===== src/sv/in_place_row_permuter_top_assert.svh =====
// Assertion macros for the in-place row permuter.
// Used by the top level only; no other dependencies.
`ifndef IN_PLACE_ROW_PERMUTER_TOP_ASSERT_SVH
`define IN_PLACE_ROW_PERMUTER_TOP_ASSERT_SVH
`ifndef SYNTHESIS
`define IPP_ASSERT(lbl, clk, rstn, prop) \
  lbl: assert property (@(posedge clk) disable iff (!rstn) prop) \
    else $error("in_place_row_permuter: assertion failed");
`define IPP_ASSERT_ALWAYS(lbl, clk, prop) \
  lbl: assert property (@(posedge clk) prop) \
    else $error("in_place_row_permuter: assertion failed");
`else
`define IPP_ASSERT(lbl, clk, rstn, prop)
`define IPP_ASSERT_ALWAYS(lbl, clk, prop)
`endif
`endif


===== src/sv/ipp_pkg.sv =====
// Package of the in-place row permuter: field widths, codes, payload types.
// No dependencies; imported by ipp_row_tbl, ipp_ctrl and the top level.
`default_nettype none

package ipp_pkg;

  localparam int unsigned MAX_ROWS_DEF  = 1024;
  localparam int unsigned MAX_WORDS_DEF = 8;
  localparam int unsigned WORD_BITS_DEF = 32;

  localparam int unsigned ITEM_COUNT_W = 11;
  localparam int unsigned ROW_WORDS_W  = 4;
  localparam int unsigned BASE_ROW_W   = 10;
  localparam int unsigned ROW_W        = 10;
  localparam int unsigned WORD_IDX_W   = 3;
  localparam int unsigned VALUE_W      = 32;
  localparam int unsigned DEST_W       = 10;
  localparam int unsigned CFG_IDX_W    = 2;
  localparam int unsigned CFG_DATA_W   = 11;

  typedef enum logic [1:0] {
    CMD_WRITE_WORD = 2'd0,
    CMD_WRITE_DEST = 2'd1,
    CMD_RUN        = 2'd2,
    CMD_READ_WORD  = 2'd3
  } cmd_e;

  typedef enum logic [1:0] {
    STATUS_OK       = 2'd0,
    STATUS_BAD_PERM = 2'd1,
    STATUS_ADDR_ERR = 2'd2
  } status_e;

  typedef enum logic [CFG_IDX_W-1:0] {
    REG_ITEM_COUNT = 2'd0,
    REG_ROW_WORDS  = 2'd1,
    REG_BASE_ROW   = 2'd2
  } cfg_idx_e;

  typedef enum logic [3:0] {
    ST_IDLE,
    ST_CLEAR,
    ST_SCAN,
    ST_SCAN_CHK,
    ST_LOAD_RD,
    ST_LOAD_WR,
    ST_DEST_RD,
    ST_DEST_CHK,
    ST_XCHG_RD,
    ST_XCHG_WR,
    ST_MARK
  } state_e;

  typedef struct packed {
    cmd_e                         command;
    logic [ROW_W-1:0]             row_index;
    logic [WORD_IDX_W-1:0]        word_index;
    logic signed [VALUE_W-1:0]    word_value;
    logic [DEST_W-1:0]            dest_row;
  } req_t;

  typedef struct packed {
    logic signed [VALUE_W-1:0] read_value;
    status_e                   status;
  } rsp_t;

  typedef struct packed {
    logic [CFG_IDX_W-1:0]  reg_index;
    logic [CFG_DATA_W-1:0] wr_data;
  } cfg_wr_t;

  typedef struct packed {
    logic [ITEM_COUNT_W-1:0] item_count;
    logic [ROW_WORDS_W-1:0]  row_words;
    logic [BASE_ROW_W-1:0]   base_row;
  } cfg_regs_t;

  typedef struct packed {
    logic busy;
    logic run_done;
  } ctrl_stat_t;

endpackage

`default_nettype wire


===== src/sv/ipp_chan_if.sv =====
// Valid/ready channel interface carrying one payload struct per request.
// The payload type is given by the instantiating module.
`default_nettype none

interface ipp_chan_if #(
  parameter type payload_t = logic
) ();
  logic     valid;
  logic     ready;
  payload_t payload;

  modport source (output valid, output payload, input ready);
  modport sink (input valid, input payload, output ready);
endinterface

`default_nettype wire


===== src/sv/ipp_ctrl.sv =====
// Command decoder and cycle-following sequencer of the permuter.
// Drives the row store and the per-row tables; holds the carry row and the
// response stage. Uses ipp_pkg and ipp_chan_if.
`default_nettype none

module ipp_ctrl #(
  parameter int unsigned MaxRows  = 1024,
  parameter int unsigned MaxWords = 8,
  parameter int unsigned WordBits = 32,
  localparam int unsigned StoreAw = $clog2(MaxRows * MaxWords),
  localparam int unsigned RowAw   = $clog2(MaxRows)
) (
  input  logic                       clk_i,
  input  logic                       rst_ni,
  input  ipp_pkg::cfg_regs_t         cfg_i,
  ipp_chan_if.sink                   req_if,
  ipp_chan_if.source                 rsp_if,
  output logic                       row_we_o,
  output logic [StoreAw-1:0]         row_waddr_o,
  output logic [WordBits-1:0]        row_wdata_o,
  output logic                       row_re_o,
  output logic [StoreAw-1:0]         row_raddr_o,
  input  logic [WordBits-1:0]        row_rdata_i,
  output logic                       dest_we_o,
  output logic [RowAw-1:0]           dest_waddr_o,
  output logic [ipp_pkg::DEST_W-1:0] dest_wdata_o,
  output logic                       dest_re_o,
  output logic [RowAw-1:0]           dest_raddr_o,
  input  logic [ipp_pkg::DEST_W-1:0] dest_rdata_i,
  output logic                       vis_we_o,
  output logic [RowAw-1:0]           vis_waddr_o,
  output logic                       vis_wdata_o,
  output logic                       vis_re_o,
  output logic [RowAw-1:0]           vis_raddr_o,
  input  logic                       vis_rdata_i,
  output ipp_pkg::ctrl_stat_t        stat_o
);
  import ipp_pkg::*;

  localparam int unsigned StoreWords = MaxRows * MaxWords;
  localparam int unsigned RwW        = $clog2(MaxWords + 1);
  localparam int unsigned WIdxW      = (MaxWords > 1) ? $clog2(MaxWords) : 1;
  localparam int unsigned CntW       = ITEM_COUNT_W;
  localparam int unsigned SumW       = CntW + 1;
  localparam int unsigned ProdW      = SumW + RwW;
  localparam int unsigned CmpW       = (ProdW > StoreAw + 1) ? ProdW : StoreAw + 1;

  state_e               state_q, state_d;
  logic [CntW-1:0]      i_q, i_d;
  logic [CntW-1:0]      src_q, src_d;
  logic [CntW-1:0]      dst_q, dst_d;
  logic [CntW-1:0]      steps_q, steps_d;
  logic [RwW-1:0]       j_q, j_d;
  logic [StoreAw-1:0]   row_base_q, row_base_d;
  logic                 s1_valid_q, s1_valid_d;
  logic                 s1_read_q, s1_read_d;
  status_e              s1_status_q, s1_status_d;
  logic [WordBits-1:0]  carry_q [MaxWords];

  req_t                 req;
  rsp_t                 rsp;
  logic                 acc;
  logic [RwW-1:0]       rw;
  logic [CntW-1:0]      n;
  logic [CntW-1:0]      mul_x;
  logic [SumW-1:0]      mul_sum;
  logic [ProdW-1:0]     mul_prod;
  logic [CmpW-1:0]      cmd_addr;
  logic                 word_bad;
  logic                 dest_bad;
  logic                 run_bad;
  logic                 last_word;
  logic                 i_last;
  logic [CntW-1:0]      steps_inc;
  logic [StoreAw-1:0]   run_addr;
  logic                 carry_we;
  logic                 run_fin;
  status_e              run_status;

  assign req = req_if.payload;
  assign n   = cfg_i.item_count;

  // Effective row length, clamped to 1..MaxWords.
  always_comb begin
    if (cfg_i.row_words == '0) begin
      rw = RwW'(1);
    end else if (32'(cfg_i.row_words) > MaxWords) begin
      rw = RwW'(MaxWords);
    end else begin
      rw = RwW'(cfg_i.row_words);
    end
  end

  // One shared multiplier gives (x + base_row) * rw: window end for the range
  // check, and the first word address of the row being loaded or exchanged.
  always_comb begin
    unique case (state_q)
      ST_IDLE:     mul_x = n;
      ST_SCAN_CHK: mul_x = i_q;
      default:     mul_x = CntW'(dest_rdata_i);
    endcase
  end

  assign mul_sum  = SumW'(mul_x) + SumW'(cfg_i.base_row);
  assign mul_prod = ProdW'(mul_sum) * ProdW'(rw);

  assign cmd_addr = CmpW'(req.row_index) * CmpW'(rw) + CmpW'(req.word_index);
  assign word_bad = (8'(req.word_index) >= 8'(rw)) || (cmd_addr >= CmpW'(StoreWords));
  assign dest_bad = 32'(req.row_index) >= MaxRows;
  assign run_bad  = (32'(n) > MaxRows) || (CmpW'(mul_prod) > CmpW'(StoreWords));

  assign last_word = (j_q == (rw - RwW'(1)));
  assign i_last    = ((i_q + CntW'(1)) == n);
  assign steps_inc = steps_q + CntW'(1);
  assign run_addr  = row_base_q + StoreAw'(j_q);

  assign req_if.ready = (state_q == ST_IDLE) && (!s1_valid_q || rsp_if.ready);
  assign acc          = req_if.valid && req_if.ready;

  always_comb begin
    state_d     = state_q;
    i_d         = i_q;
    src_d       = src_q;
    dst_d       = dst_q;
    steps_d     = steps_q;
    j_d         = j_q;
    row_base_d  = row_base_q;
    s1_valid_d  = s1_valid_q && !rsp_if.ready;
    s1_read_d   = s1_read_q;
    s1_status_d = s1_status_q;
    run_fin     = 1'b0;
    run_status  = STATUS_OK;
    carry_we    = 1'b0;

    row_we_o     = 1'b0;
    row_waddr_o  = run_addr;
    row_wdata_o  = carry_q[j_q[WIdxW-1:0]];
    row_re_o     = 1'b0;
    row_raddr_o  = run_addr;
    dest_we_o    = 1'b0;
    dest_waddr_o = RowAw'(req.row_index);
    dest_wdata_o = req.dest_row;
    dest_re_o    = 1'b0;
    dest_raddr_o = RowAw'(src_q);
    vis_we_o     = 1'b0;
    vis_waddr_o  = RowAw'(i_q);
    vis_wdata_o  = 1'b0;
    vis_re_o     = 1'b0;
    vis_raddr_o  = RowAw'(i_q);

    unique case (state_q)
      ST_IDLE: begin
        row_waddr_o = StoreAw'(cmd_addr);
        row_raddr_o = StoreAw'(cmd_addr);
        row_wdata_o = WordBits'(req.word_value);
        if (acc) begin
          s1_valid_d  = 1'b1;
          s1_read_d   = 1'b0;
          s1_status_d = STATUS_OK;
          unique case (req.command)
            CMD_WRITE_WORD: begin
              if (word_bad) begin
                s1_status_d = STATUS_ADDR_ERR;
              end else begin
                row_we_o = 1'b1;
              end
            end
            CMD_READ_WORD: begin
              if (word_bad) begin
                s1_status_d = STATUS_ADDR_ERR;
              end else begin
                row_re_o  = 1'b1;
                s1_read_d = 1'b1;
              end
            end
            CMD_WRITE_DEST: begin
              if (dest_bad) begin
                s1_status_d = STATUS_ADDR_ERR;
              end else begin
                dest_we_o = 1'b1;
              end
            end
            CMD_RUN: begin
              if (run_bad) begin
                s1_status_d = STATUS_ADDR_ERR;
              end else if (n != '0) begin
                // The response is held back until the run ends.
                s1_valid_d = 1'b0;
                i_d        = '0;
                state_d    = ST_CLEAR;
              end
            end
          endcase
        end
      end
      ST_CLEAR: begin
        vis_we_o = 1'b1;
        if (i_last) begin
          i_d     = '0;
          state_d = ST_SCAN;
        end else begin
          i_d = i_q + CntW'(1);
        end
      end
      ST_SCAN: begin
        vis_re_o = 1'b1;
        state_d  = ST_SCAN_CHK;
      end
      ST_SCAN_CHK: begin
        if (vis_rdata_i) begin
          if (i_last) begin
            run_fin = 1'b1;
          end else begin
            i_d     = i_q + CntW'(1);
            state_d = ST_SCAN;
          end
        end else begin
          src_d      = i_q;
          steps_d    = '0;
          j_d        = '0;
          row_base_d = StoreAw'(mul_prod);
          state_d    = ST_LOAD_RD;
        end
      end
      ST_LOAD_RD: begin
        row_re_o = 1'b1;
        state_d  = ST_LOAD_WR;
      end
      ST_LOAD_WR: begin
        carry_we = 1'b1;
        if (last_word) begin
          state_d = ST_DEST_RD;
        end else begin
          j_d     = j_q + RwW'(1);
          state_d = ST_LOAD_RD;
        end
      end
      ST_DEST_RD: begin
        dest_re_o = 1'b1;
        state_d   = ST_DEST_CHK;
      end
      ST_DEST_CHK: begin
        if (CntW'(dest_rdata_i) >= n) begin
          run_fin    = 1'b1;
          run_status = STATUS_BAD_PERM;
        end else begin
          dst_d      = CntW'(dest_rdata_i);
          row_base_d = StoreAw'(mul_prod);
          j_d        = '0;
          state_d    = ST_XCHG_RD;
        end
      end
      ST_XCHG_RD: begin
        row_re_o = 1'b1;
        state_d  = ST_XCHG_WR;
      end
      ST_XCHG_WR: begin
        // The stored word goes out and the old one takes its place in the
        // carry row; the read finished in the previous cycle.
        row_we_o = 1'b1;
        carry_we = 1'b1;
        if (last_word) begin
          state_d = ST_MARK;
        end else begin
          j_d     = j_q + RwW'(1);
          state_d = ST_XCHG_RD;
        end
      end
      ST_MARK: begin
        vis_we_o    = 1'b1;
        vis_waddr_o = RowAw'(dst_q);
        vis_wdata_o = 1'b1;
        src_d       = dst_q;
        steps_d     = steps_inc;
        if (dst_q == i_q) begin
          if (i_last) begin
            run_fin = 1'b1;
          end else begin
            i_d     = i_q + CntW'(1);
            state_d = ST_SCAN;
          end
        end else if (steps_inc >= n) begin
          run_fin    = 1'b1;
          run_status = STATUS_BAD_PERM;
        end else begin
          state_d = ST_DEST_RD;
        end
      end
      default: begin
        state_d = ST_IDLE;
      end
    endcase

    if (run_fin) begin
      s1_valid_d  = 1'b1;
      s1_read_d   = 1'b0;
      s1_status_d = run_status;
      state_d     = ST_IDLE;
    end
  end

  always_ff @(posedge clk_i or negedge rst_ni) begin
    if (!rst_ni) begin
      state_q     <= ST_IDLE;
      i_q         <= '0;
      src_q       <= '0;
      dst_q       <= '0;
      steps_q     <= '0;
      j_q         <= '0;
      s1_valid_q  <= 1'b0;
      s1_read_q   <= 1'b0;
      s1_status_q <= STATUS_OK;
    end else begin
      state_q     <= state_d;
      i_q         <= i_d;
      src_q       <= src_d;
      dst_q       <= dst_d;
      steps_q     <= steps_d;
      j_q         <= j_d;
      s1_valid_q  <= s1_valid_d;
      s1_read_q   <= s1_read_d;
      s1_status_q <= s1_status_d;
    end
  end

  always_ff @(posedge clk_i) begin
    row_base_q <= row_base_d;
    if (carry_we) begin
      carry_q[j_q[WIdxW-1:0]] <= row_rdata_i;
    end
  end

  assign rsp.read_value = s1_read_q ? VALUE_W'(row_rdata_i) : '0;
  assign rsp.status     = s1_status_q;
  assign rsp_if.valid   = s1_valid_q;
  assign rsp_if.payload = rsp;

  assign stat_o.busy     = (state_q != ST_IDLE);
  assign stat_o.run_done = run_fin;

endmodule

`default_nettype wire


===== src/flat_wrapper.sv =====
// flat-port wrapper written by rule: the top's interface ports become plain ports
module ipp_ctrl_flat import ipp_pkg::*;
#(
  parameter int unsigned MaxRows  = 1024,
  parameter int unsigned MaxWords = 8,
  parameter int unsigned WordBits = 32,
  localparam int unsigned StoreAw = $clog2(MaxRows * MaxWords),
  localparam int unsigned RowAw   = $clog2(MaxRows)
)
  (clk_i, rst_ni, cfg_i, row_we_o, row_waddr_o, row_wdata_o, row_re_o, row_raddr_o, row_rdata_i, dest_we_o, dest_waddr_o, dest_wdata_o, dest_re_o, dest_raddr_o, dest_rdata_i, vis_we_o, vis_waddr_o, vis_wdata_o, vis_re_o, vis_raddr_o, vis_rdata_i, stat_o, req_if_valid, req_if_payload, req_if_ready, rsp_if_valid, rsp_if_payload, rsp_if_ready);
  ipp_chan_if req_if_i ();
  ipp_chan_if rsp_if_i ();
  input  logic clk_i;
  input  logic rst_ni;
  input  ipp_pkg::cfg_regs_t cfg_i;
  output logic row_we_o;
  output logic [StoreAw-1:0] row_waddr_o;
  output logic [WordBits-1:0] row_wdata_o;
  output logic row_re_o;
  output logic [StoreAw-1:0] row_raddr_o;
  input  logic [WordBits-1:0] row_rdata_i;
  output logic dest_we_o;
  output logic [RowAw-1:0] dest_waddr_o;
  output logic [ipp_pkg::DEST_W-1:0] dest_wdata_o;
  output logic dest_re_o;
  output logic [RowAw-1:0] dest_raddr_o;
  input  logic [ipp_pkg::DEST_W-1:0] dest_rdata_i;
  output logic vis_we_o;
  output logic [RowAw-1:0] vis_waddr_o;
  output logic vis_wdata_o;
  output logic vis_re_o;
  output logic [RowAw-1:0] vis_raddr_o;
  input  logic vis_rdata_i;
  output ipp_pkg::ctrl_stat_t stat_o;
  input wire logic [$bits(req_if_i.valid)-1:0] req_if_valid;
  input wire logic [$bits(req_if_i.payload)-1:0] req_if_payload;
  output wire logic [$bits(req_if_i.ready)-1:0] req_if_ready;
  output wire logic [$bits(rsp_if_i.valid)-1:0] rsp_if_valid;
  output wire logic [$bits(rsp_if_i.payload)-1:0] rsp_if_payload;
  input wire logic [$bits(rsp_if_i.ready)-1:0] rsp_if_ready;
  assign req_if_i.valid = req_if_valid;
  assign req_if_i.payload = req_if_payload;
  assign req_if_ready = req_if_i.ready;
  assign rsp_if_valid = rsp_if_i.valid;
  assign rsp_if_payload = rsp_if_i.payload;
  assign rsp_if_i.ready = rsp_if_ready;
  ipp_ctrl #(.MaxRows(MaxRows), .MaxWords(MaxWords), .WordBits(WordBits)) u_core (.clk_i(clk_i), .rst_ni(rst_ni), .cfg_i(cfg_i), .req_if(req_if_i), .rsp_if(rsp_if_i), .row_we_o(row_we_o), .row_waddr_o(row_waddr_o), .row_wdata_o(row_wdata_o), .row_re_o(row_re_o), .row_raddr_o(row_raddr_o), .row_rdata_i(row_rdata_i), .dest_we_o(dest_we_o), .dest_waddr_o(dest_waddr_o), .dest_wdata_o(dest_wdata_o), .dest_re_o(dest_re_o), .dest_raddr_o(dest_raddr_o), .dest_rdata_i(dest_rdata_i), .vis_we_o(vis_we_o), .vis_waddr_o(vis_waddr_o), .vis_wdata_o(vis_wdata_o), .vis_re_o(vis_re_o), .vis_raddr_o(vis_raddr_o), .vis_rdata_i(vis_rdata_i), .stat_o(stat_o));
endmodule

===== config.mk =====
export PLATFORM = sky130hd
export DESIGN_NAME = ipp_ctrl_flat
export DESIGN_NICKNAME = d
export VERILOG_FILES = /design/src/sv/in_place_row_permuter_top_assert.svh /design/src/sv/ipp_pkg.sv /design/src/sv/ipp_chan_if.sv /design/src/sv/ipp_ctrl.sv /design/src/flat_wrapper.sv
export SDC_FILE = /design/constraint.sdc
export NUM_CORES = 1
export LEC_CHECK = 0
export BUFFER_PORTS_ARGS = -buffer_cell sky130_fd_sc_hd__buf_2
export CAP_MARGIN = 10
export CORE_MARGIN = 3
export CORE_UTILIZATION = 30
export CTS_CLUSTER_DIAMETER = 60
export DETAILED_ROUTE_END_ITERATION = 10
export PLACE_DENSITY_LB_ADDON = 0.12
export SLEW_MARGIN = 10
export SYNTH_ARGS = -nofsm -noshare
export SYNTH_HDL_FRONTEND = slang
export SYNTH_SLANG_ARGS = --single-unit

===== constraint.sdc =====
create_clock -name clk_i -period 7.2 [get_ports clk_i]
set_input_delay 1.08 -clock clk_i [delete_from_list [all_inputs] [get_ports clk_i]]
set_output_delay 1.08 -clock clk_i [all_outputs]
set_load 0.02 [all_outputs]

==> results of run 1 <==
logic make-up (layout without fill, tap and decap cells):
family	count (synthesis)	in the layout	synth area share [%]
compound gates	142	142	5.92
simple gates	351	351	10.0
fa+ha+maj	74	74	6.57
xor+xnor	69	69	3.75
other cells	1	21	0.0227
flops	321	321	56.9
mux	113	113	11.8
buf+inv	167	328	5.03
metal layers:
| layer | GRT usage [%] | routed length (um) | share of wire (%) |
|---|---|---|---|
| met1 | 19.8 | 19000 | 44 |
| met2 | 25.3 | 21200 | 49 |
| met3 | 3.07 | 2170 | 5.0 |
| met4 | 3.48 | 644 | 1.5 |
| met5 | 0 | 48 | 0.11 |
stage by stage:
stage                     util (%)  hold WS [ns]  setup WS [ns]  area (um2)  power [mW]
after floorplan                  -         0.487           1.29       16600        5.84
after CTS                     35.5         0.513           1.04       19200        9.07
final                         35.5         0.508           1.09       19200        8.85
after global routing          35.5         0.540          0.594       19200        9.59
after global placement        33.1         0.494           1.09       17900        7.08
after detailed placement      33.1         0.501           1.06       17900        7.10
worst max-delay path: stages, from the launching register on:
cell	delay (ns)
dfrtp_1	0.54
nor4_2	0.40
inv_1	0.34
o221ai_1	0.44
ha_1	0.31
and3_1	0.19
or2_2	0.33
a31oi_1	0.36
o21bai_1	0.17
xnor2_1	0.21
nor2_1	0.09
fa_1	0.48
inv_1	0.06
fa_1	0.53
inv_1	0.04
ha_1	0.22
nor3_1	0.17
o21ai_0	0.12
a31o_2	0.27
a21o_1	0.18
a21oi_1	0.17
xnor2_1	0.15
xnor2_1	0.08
placed cells by master (no fill, tap or decap), drive strengths merged, types with 5 or more instances in the layout:
master	count
nor2b	13
and3	5
mux4	64
nand4	8
o21a	9
ha	53
nor4	8
mux2	13
a21oi	25
fa	21
nor3b	5
or3	10
o21ai	28
a21o	12
xnor2	33
a31oi	11
a221o	7
mux2i	36
a22oi	6
nand3	27
xor2	35
clkbuf	52
o211ai	5
clkinv	17
edfxtp	269
nand2b	9
nor2	129
dfrtp	52
inv	64
a22o	9
conb	20
nand2	86
nor3	20
and2	18
buf	192
where the power goes:
group	switching [mW]	total, mW	internal, mW
logic	2.67	4.42	1.75
registers	0.241	2.51	2.27
clock network	0.814	1.92	1.10
total	3.73	8.85	5.12
state kept, by name, summed over array words and instances (netlist names):
register and count:
u_core.i_q 11, u_core.dst_q 10, u_core.state_q 4, u_core.src_q 10, u_core.steps_q 11, u_core.carry_q 256, u_core.j_q 4, u_core.row_base_q 13
u_core.s1_status_q 1, u_core.rsp_if.valid 1
cell type report:
type	instances	area (um2)	share of cell area [%]
clock buffers	52	1070	5.56
flip-flops and latches	321	9390	48.9
clock inverters	22	200	1.04
diodes	1	2.50	0.0130
repair buffers	192	1020	5.29
inverters	62	233	1.21
multi-input cells	769	6420	33.4
well taps	696	871	4.54
path summary, 6_finish.rpt:
path                                    from                    end  slack [ns]
setup / recovery           u_core.state_q[3]  u_core.row_base_q[12]        1.09
hold / removal               u_core.src_q[2]        u_core.src_q[2]        0.51
setup reg to reg           u_core.state_q[3]  u_core.row_base_q[12]        1.09
hold reg to reg              u_core.src_q[2]        u_core.src_q[2]        0.51
max in group asynchronous             rst_ni          u_core.j_q[0]        5.91
min in group asynchronous             rst_ni          u_core.j_q[3]        0.68
==> out/metrics.yaml, run 1 <==
dp_cells: 2040
status: "finished clean"
grt_max_degree: 53
synth.top_cell.area_share_pct: 49.0
clock_tree.root_cell: "clkbuf_16"
place_hpwl_um: 27200
fillers: 5345
ys.flop_type: "edfxtp_1"
rr_worst_depth: 22
num_rows: 85
clk_pin_slew_ns: 0.06
grt_pass1_vias: 10500
worst_slew_pin_slew_ns: 0.976
first_iter_violations: 655
period_needed_ns: 6.11
start_util_pct: 30.5
grt.overflow.total: 0
clock_latency_ns: 0.56
min_path_cells: 2
path_class: "reg2reg"
cts_resized: 0
rsz0062_at_grt: "no"
io_buffer_count: 170
htreeDepth: 2
synth-seq-area-share_pct: 56.9
arrival_ns: 6.41
synth_edf_count: 269
drtPass1Iterations: 5
finClkSkew_ns: 0.00995
vias: 10200
cts_buffer_depth: 3
power_density_nw_per_um2: 461
crit_fanout: 15
hold_viol_final: 0
cts_buffers: 41
yosysUniqueCellTypes: 67
grt_antenna_before_repair: 5
ys_async_sr_fraction_pct: 16.2
die_w_um: 240
die_area_um2: 57800
clock.fmax_ghz: 0.164
hold_path_class: "reg2reg"
synth.area.top_cells: "edfxtp_1 49%, mux4_2 8.7%, dfrtp_1 7.9%"
routabilityCongestion: 0.778
grt_util_all_layers_pct: 15.0
finalCritPeriodShare_pct: 84.8
core_um2: 54100
layout.cells.non_filler: 2115
wl_per_cell_um: 20.4
synth_area_um2: 16500
synth-seq-cells: 321
fp.dieH_um: 240
cts_tree: "built"
maxCapViolCount: 0
drc_errors: 0
fin_tns_setup_ns: 0
syn_inst: 1238
ir_drop_v: 0.000274
required_ns: 7.50
avgSynthCellArea_um2: 13.3
ctsHoldBuffers: 0
cp-start-kind: "flip-flop"
total_leakage_power_nw: 7.25
yosysMostFrequentCell: "edfxtp_1"
yosys-top-cells-count: "269 x edfxtp_1, 129 x nor2_1, 85 x nand2_1"
yosys_warnings: 0
ant_nets: 0
cts_setup_buffers: 0
clkSinkCount: 321
io_pins: 193
slew_violations: 0
grt_pass1_wl_um: 65100
max_slew_margin_pct: 33.2
synth_top_area_cell: "edfxtp_1"
final_nets: 1534
area_delta_synth_final_pct: 16.4
vias_per_cell: 4.80
cp-end-kind: "flip-flop"
drive_gt1_share_pct: 24.3
setup_violations: 0
drt_wl_total_um: 43100
(Power assumes the default switching activity.)
==> run 2, diff against run 1 <==
- clock period: 7.2 -> 5.11 ns (I/O delays scaled with it)
==> run 2 against run 1 <==
Net effect:
- the flow now finishes with violations (setup timing)
- die area did not move
- worst hold slack worse by 0.14 ns
- highest routed layer unchanged
- flip-flop and latch count unchanged
==> out/metrics.yaml, run 2 (same netlist as run 1, synthesis figures left out) <==
crit_path_max_incr_delay_ns: 0.53  # about the same
crit_slowest_cell: "fa_1"
largest_register_ffs: 256  # unchanged
maxCapViolCount: 0  # unchanged
crit_fanout: 4  # -11
hold_ws_ns: 0.370  # -0.138 ns
status: "finished with violations"
drive_gt1_share_pct: 33.7  # +9.5 points
grt_pass1_vias: 11000  # +5.4%
io_buffer_count: 170  # unchanged
finalCritPeriodShare_pct: 103  # +18 points
finClkSkew_ns: 0.0266  # +0.0166 ns
core_um2: 54100  # unchanged
grt.overflow.total: 0  # unchanged
clock.fmax_ghz: 0.190  # +16%
vias_per_cell: 4.79  # -0.29%
setup_slack_ns: -0.143  # -1.24 ns
wl_per_cell_um: 20.0  # -2.0%
first_iter_violations: 503  # -23%
io_pins: 193  # unchanged
clock_tree.root_cell: "clkbuf_16"
period_needed_ns: 5.25  # -0.853 ns
worst_slew_pin_slew_ns: 1.03  # +0.0566 ns
path_buf_inv: 4  # +1
hold_viol_final: 0  # unchanged
rr_worst_depth: 23  # +4.5%
ctsHoldBuffers: 0  # unchanged
hold_path_class: "in2async"
routabilityCongestion: 0.790  # +1.6%
ir_drop_v: 0.000422  # +54%
grt_antenna_before_repair: 5  # unchanged
final_common_cell: "edfxtp_1"
clk_pin_slew_ns: 0.05  # about the same
clock_latency_ns: 0.57  # about the same
total_leakage_power_nw: 7.89  # +8.9%
path_class: "reg2reg"
cts_buffer_depth: 3  # unchanged
die_area_um2: 57800  # unchanged
cp-start-kind: "flip-flop"
layout.cells.non_filler: 2221  # +5.0%
place_hpwl_um: 29400  # +7.9%
rsz0062_at_grt: "yes"
final_core_util_pct: 38.0  # +2.5 points
required_ns: 5.40  # -2.10 ns
dp_cells: 2120  # +3.9%
htreeDepth: 2  # unchanged
crit_path_cell_trace: "nor4_4, nor2_4, a221o_1, buf_6, ha_4, a21o_1, or2_4, a31oi_4, buf_6, xnor2_4, and2_4, fa_1, inv_1, fa_1, inv_2, ha_4, nor2_2, nor2_1, a31o_2, a21o_1, a21oi_2, xnor2_1, xnor2_1"
start_util_pct: 30.5  # unchanged
grt_max_degree: 53  # unchanged
placed_area_um2: 18600  # +4.0%
fp.dieH_um: 240  # unchanged
vias: 10600  # +4.7%
grt_pass1_wl_um: 66700  # +2.5%
die_w_um: 240  # unchanged
setup_violations: 2  # +2
fin_tns_setup_ns: -0.176  # -0.176 ns
area_delta_synth_final_pct: 24.6
final_cell_area_um2: 20500  # +7.0%
final_nets: 1636  # +6.6%
power_density_nw_per_um2: 721  # +56%
violations: "setup timing"
num_rows: 85  # unchanged
max_slew_margin_pct: 29.4  # -3.9 points
drt_wl_total_um: 44300  # +2.9%
path_delay_family: "adder cells"
ant_nets: 0  # unchanged
slew_violations: 0  # unchanged
cp-end-kind: "flip-flop"
final_cell_mix: "269 x edfxtp_1, 170 x buf_2, 117 x nor2_1, 115 x buf_4, 84 x nand2_1"
clkSinkCount: 321  # unchanged
arrival_ns: 5.54  # -0.87 ns
drc_errors: 0  # unchanged
cts_tree: "built"
grt_util_all_layers_pct: 15.3  # +0.34 points
cp.depth: 23  # +4.5%
cts_buffers: 43  # +4.9%
drtPass1Iterations: 5  # unchanged
-- run 2: area by class of cell --
type / instances / area [um2]
Clock inverter: 29 / 348
Multi-Input combinational cell: 769 / 6800
Inverter: 62 / 233
Tap cell: 696 / 871
Clock buffer: 51 / 1110
Sequential cell: 321 / 9390
Timing Repair Buffer: 292 / 1790
Fill cell: 5287 / 33600
Antenna cell: 1 / 2.50
-- run 2: timing repair --
action / in CTS / in global routing
setup buffers: 3 / 17
pin swaps: 11 / 44
endpoints found under the setup margin: 4 / 4
gates resized for setup: 12 / 46
-- run 2: power by group --
part / switching [mW] / internal [mW]
registers: 0.297 / 3.20
clock network: 1.18 / 1.87
logic: 4.41 / 3.86
total: 5.89 / 8.93
-- run 2: per-stage QoR --
step           power (mW)  worst slack, ns
2_1_floorplan        8.50           -0.103
3_3_place_gp         11.1           -0.174
3_5_place_dp         11.1           -0.256
4_1_cts              14.4           -0.134
5_1_grt              16.0           -0.341
6_report             14.8           -0.143
-- run 2: routing by layer --
metal  vias up  GRT usage, %  wire (um)
met2       235          26.0      21700
li1       5005             -          -
met4         8          4.39       1040
met1      5313          19.8      19300
met5         -             0         49
met3        74          3.20       2270
-- run 2: path summary, 6_finish.rpt --
kind,start,endpoint,slack [ns]
min in group clk_i,req_if_valid,u_core.rsp_if.valid,0.45
setup / recovery,u_core.state_q[1],u_core.row_base_q[12],-0.14
hold / removal,rst_ni,u_core.rsp_if.valid,0.37
max in group asynchronous,rst_ni,u_core.j_q[2],4.15
setup reg to reg,u_core.state_q[1],u_core.row_base_q[12],-0.14
hold reg to reg,u_core.src_q[5],u_core.src_q[5],0.51
==> run 3, diff against run 2 <==
- BUFFER_PORTS_ARGS: -buffer_cell sky130_fd_sc_hd__buf_2 -> -buffer_cell sky130_fd_sc_hd__buf_4
==> run 3 against run 2 <==
Net effect:
- the run still ends with setup timing left
- clock power fell by 5%
- die area did not move
- fmax rose by 1.6%
- utilization rose by 0.62 points
- worst hold slack got worse by 0.065 ns
- cell count fell by 0.50%
- count of clock-buffer cells in the layout rose by 3
- critical path depth rose by 1
- total power rose by 0.15%
- via count fell by 0.72%
- clock skew rose by 0.014 ns
- sequential power barely moved
- critical path type unchanged
- critical endpoint unchanged
- highest routed layer unchanged
==> out/metrics.yaml, run 3 (same netlist as run 1, synthesis figures left out) <==
crit_path_cell_trace: "nor4_4, buf_4, nor2_4, a221o_1, buf_6, ha_4, and3_4, or2_4, a31oi_4, o21bai_2, xnor2_1, nor2_1, fa_1, inv_2, fa_1, inv_2, ha_4, nor2_1, nor2_1, a31o_2, a21o_1, a21oi_2, xnor2_1, xnor2_1"
violations: "setup timing"
grt_pass1_wl_um: 66600  # -0.19%
finClkSkew_ns: 0.0410  # +0.0144 ns
clock_latency_ns: 0.58  # about the same
fillers: 5195  # -1.7%
start_util_pct: 30.5  # unchanged
finalCritPeriodShare_pct: 101  # -1.7 points
setup_violations: 2  # unchanged
clkSinkCount: 321  # unchanged
drc_errors: 0  # unchanged
core_um2: 54100  # unchanged
hold_path_class: "in2async"
clock.fmax_ghz: 0.193  # +1.6%
cp.depth: 24  # +4.3%
rr_startpoint: "u_core.state_q[1]"
grt_util_all_layers_pct: 15.2  # -0.094 points
max_slew_margin_pct: 30.2  # +0.84 points
arrival_ns: 5.46  # -0.08 ns
grt_pass1_vias: 10900  # -1.3%
power_density_nw_per_um2: 711  # -1.5%
area_delta_synth_final_pct: 26.6
slew_violations: 0  # unchanged
r2r_slack_ns: -0.06  # +0.09 ns
total_power_mw: 14.8  # +0.15%
io_buffer_count: 170  # unchanged
die_area_um2: 57800  # unchanged
setup_slack_ns: -0.0582  # +0.0852 ns
final_cell_mix: "278 x buf_4, 269 x edfxtp_1, 119 x nor2_1, 84 x nand2_1, 64 x mux4_2"
drive_gt1_share_pct: 33.0  # -0.68 points
grt_antenna_before_repair: 3  # -2
required_ns: 5.40  # about the same
period_needed_ns: 5.17  # -0.0852 ns
total_leakage_power_nw: 7.94  # +0.54%
use_met1_pct: 19.9  # +0.16 points
dp_slack_ns: -0.217  # +0.0390 ns
largest_register_ffs: 256  # unchanged
htreeDepth: 2  # unchanged
final_common_cell: "buf_4"
worst_slew_pin_slew_ns: 1.02  # -0.0123 ns
cts_tree: "built"
busiest_layer: "met2"
cts_buffer_depth: 3  # unchanged
ant_nets: 0  # unchanged
cp-start-kind: "flip-flop"
final_nets: 1628  # -0.49%
dp_cells: 2119  # -0.047%
die_w_um: 240  # unchanged
grt_max_degree: 53  # unchanged
maxCapViolCount: 0  # unchanged
crit_fanout: 5  # +1
path_class: "reg2reg"
grt.overflow.total: 0  # unchanged
first_iter_violations: 534  # +6.2%
layout.cells.non_filler: 2210  # -0.50%
cts_buffers: 42  # -2.3%
place_hpwl_um: 29100  # -0.86%
status: "finished with violations"
reg2reg_to: "u_core.row_base_q[12]"
num_rows: 85  # unchanged
placed_area_um2: 19100  # +2.3%
io_pins: 193  # unchanged
ir_drop_v: 0.000340  # -20%
crit_slowest_cell: "fa_1"
path_delay_family: "adder cells"
hold_viol_final: 0  # unchanged
drtPass1Iterations: 4  # -1
rsz0062_at_grt: "yes"
crit_path_end: "u_core.row_base_q[12]"
final_core_util_pct: 38.6  # +0.62 points
gr-usage-met2_pct: 25.9  # -0.096 points
crit_start: "u_core.state_q[1]"
wl_per_cell_um: 20.0  # about the same
vias: 10600  # -0.72%
fp.dieH_um: 240  # unchanged
ctsHoldBuffers: 0  # unchanged
clk_pin_slew_ns: 0.05  # about the same
path_buf_inv: 4  # unchanged
vias_per_cell: 4.78  # -0.23%
routabilityCongestion: 0.802  # +1.5%
final_cell_area_um2: 20900  # +1.6%
crit_path_max_incr_delay_ns: 0.51  # -0.02 ns
use_met3_pct: 2.91  # -0.29 points
cp-end-kind: "flip-flop"
clock_tree.root_cell: "clkbuf_16"
rr_worst_depth: 24  # +4.3%
drt_wl_total_um: 44100  # -0.44%
-- run 3: cell types whose count changed in the layout (fill, tap and decap cells not counted), moves of 3 or more --
cell       previous run  this run
clkinv_2             10         3
clkinv_1              5        10
nor2_2                5         2
buf_4               115       278
buf_2               170         0
bufinv_16             6         3
-- run 3: routing by layer --
layer,share of wire [%],vias up
li1,-,4982
met1,44,5306
met2,49,212
met3,4.7,56
met4,1.9,2
met5,0.029,-
-- run 3: how the worst min path moves through the flow --
stage | start | endpoint | slack, ns
floorplan | rst_ni | u_core.dst_q[0] | 0.47
global placement | u_core.src_q[7] | u_core.src_q[7] | 0.50
detailed placement | u_core.steps_q[10] | u_core.steps_q[10] | 0.51
CTS | rst_ni | u_core.state_q[3] | 0.30
global route | rst_ni | u_core.dst_q[4] | 0.34
finish | rst_ni | u_core.rsp_if.valid | 0.30
-- run 3: area by class of cell --
class	instances	area, um2	area share [%]
timing repair buffer	285	2180	10.5
tap	696	871	4.17
sequential	321	9390	45.0
antenna	1	2.50	0.0120
clock buffer	54	1150	5.50
inverter	62	233	1.11
multi-input combinational	769	6820	32.7
clock inverter	22	230	1.10
-- run 3: power breakdown --
| group | internal (mW) | total (mW) | switching, mW | leakage [nW] |
|---|---|---|---|---|
| clock | 1.75 | 2.89 | 1.14 | 0.663 |
| sequential | 3.21 | 3.48 | 0.277 | 3.01 |
| combinational | 4.05 | 8.47 | 4.42 | 4.26 |
-- run 3: per-stage QoR --
| step | setup TNS (ns) | hold WS [ns] |
|---|---|---|
| global placement | -0.258 | 0.501 |
| CTS | -0.0601 | 0.297 |
| finish | -0.0641 | 0.305 |
| global route | -0.450 | 0.342 |
| detailed placement | -0.379 | 0.508 |
| floorplan | -0.125 | 0.471 |
-- run 3: timing repair --
| action | 4_1_cts | 5_1_grt |
|---|---|---|
| resized for setup | 19 | 42 |
| endpoints found under the setup margin | 3 | 6 |
| hold endpoints to repair | 0 | 0 |
| setup buffers | 5 | 9 |
| pin swaps | 32 | 36 |
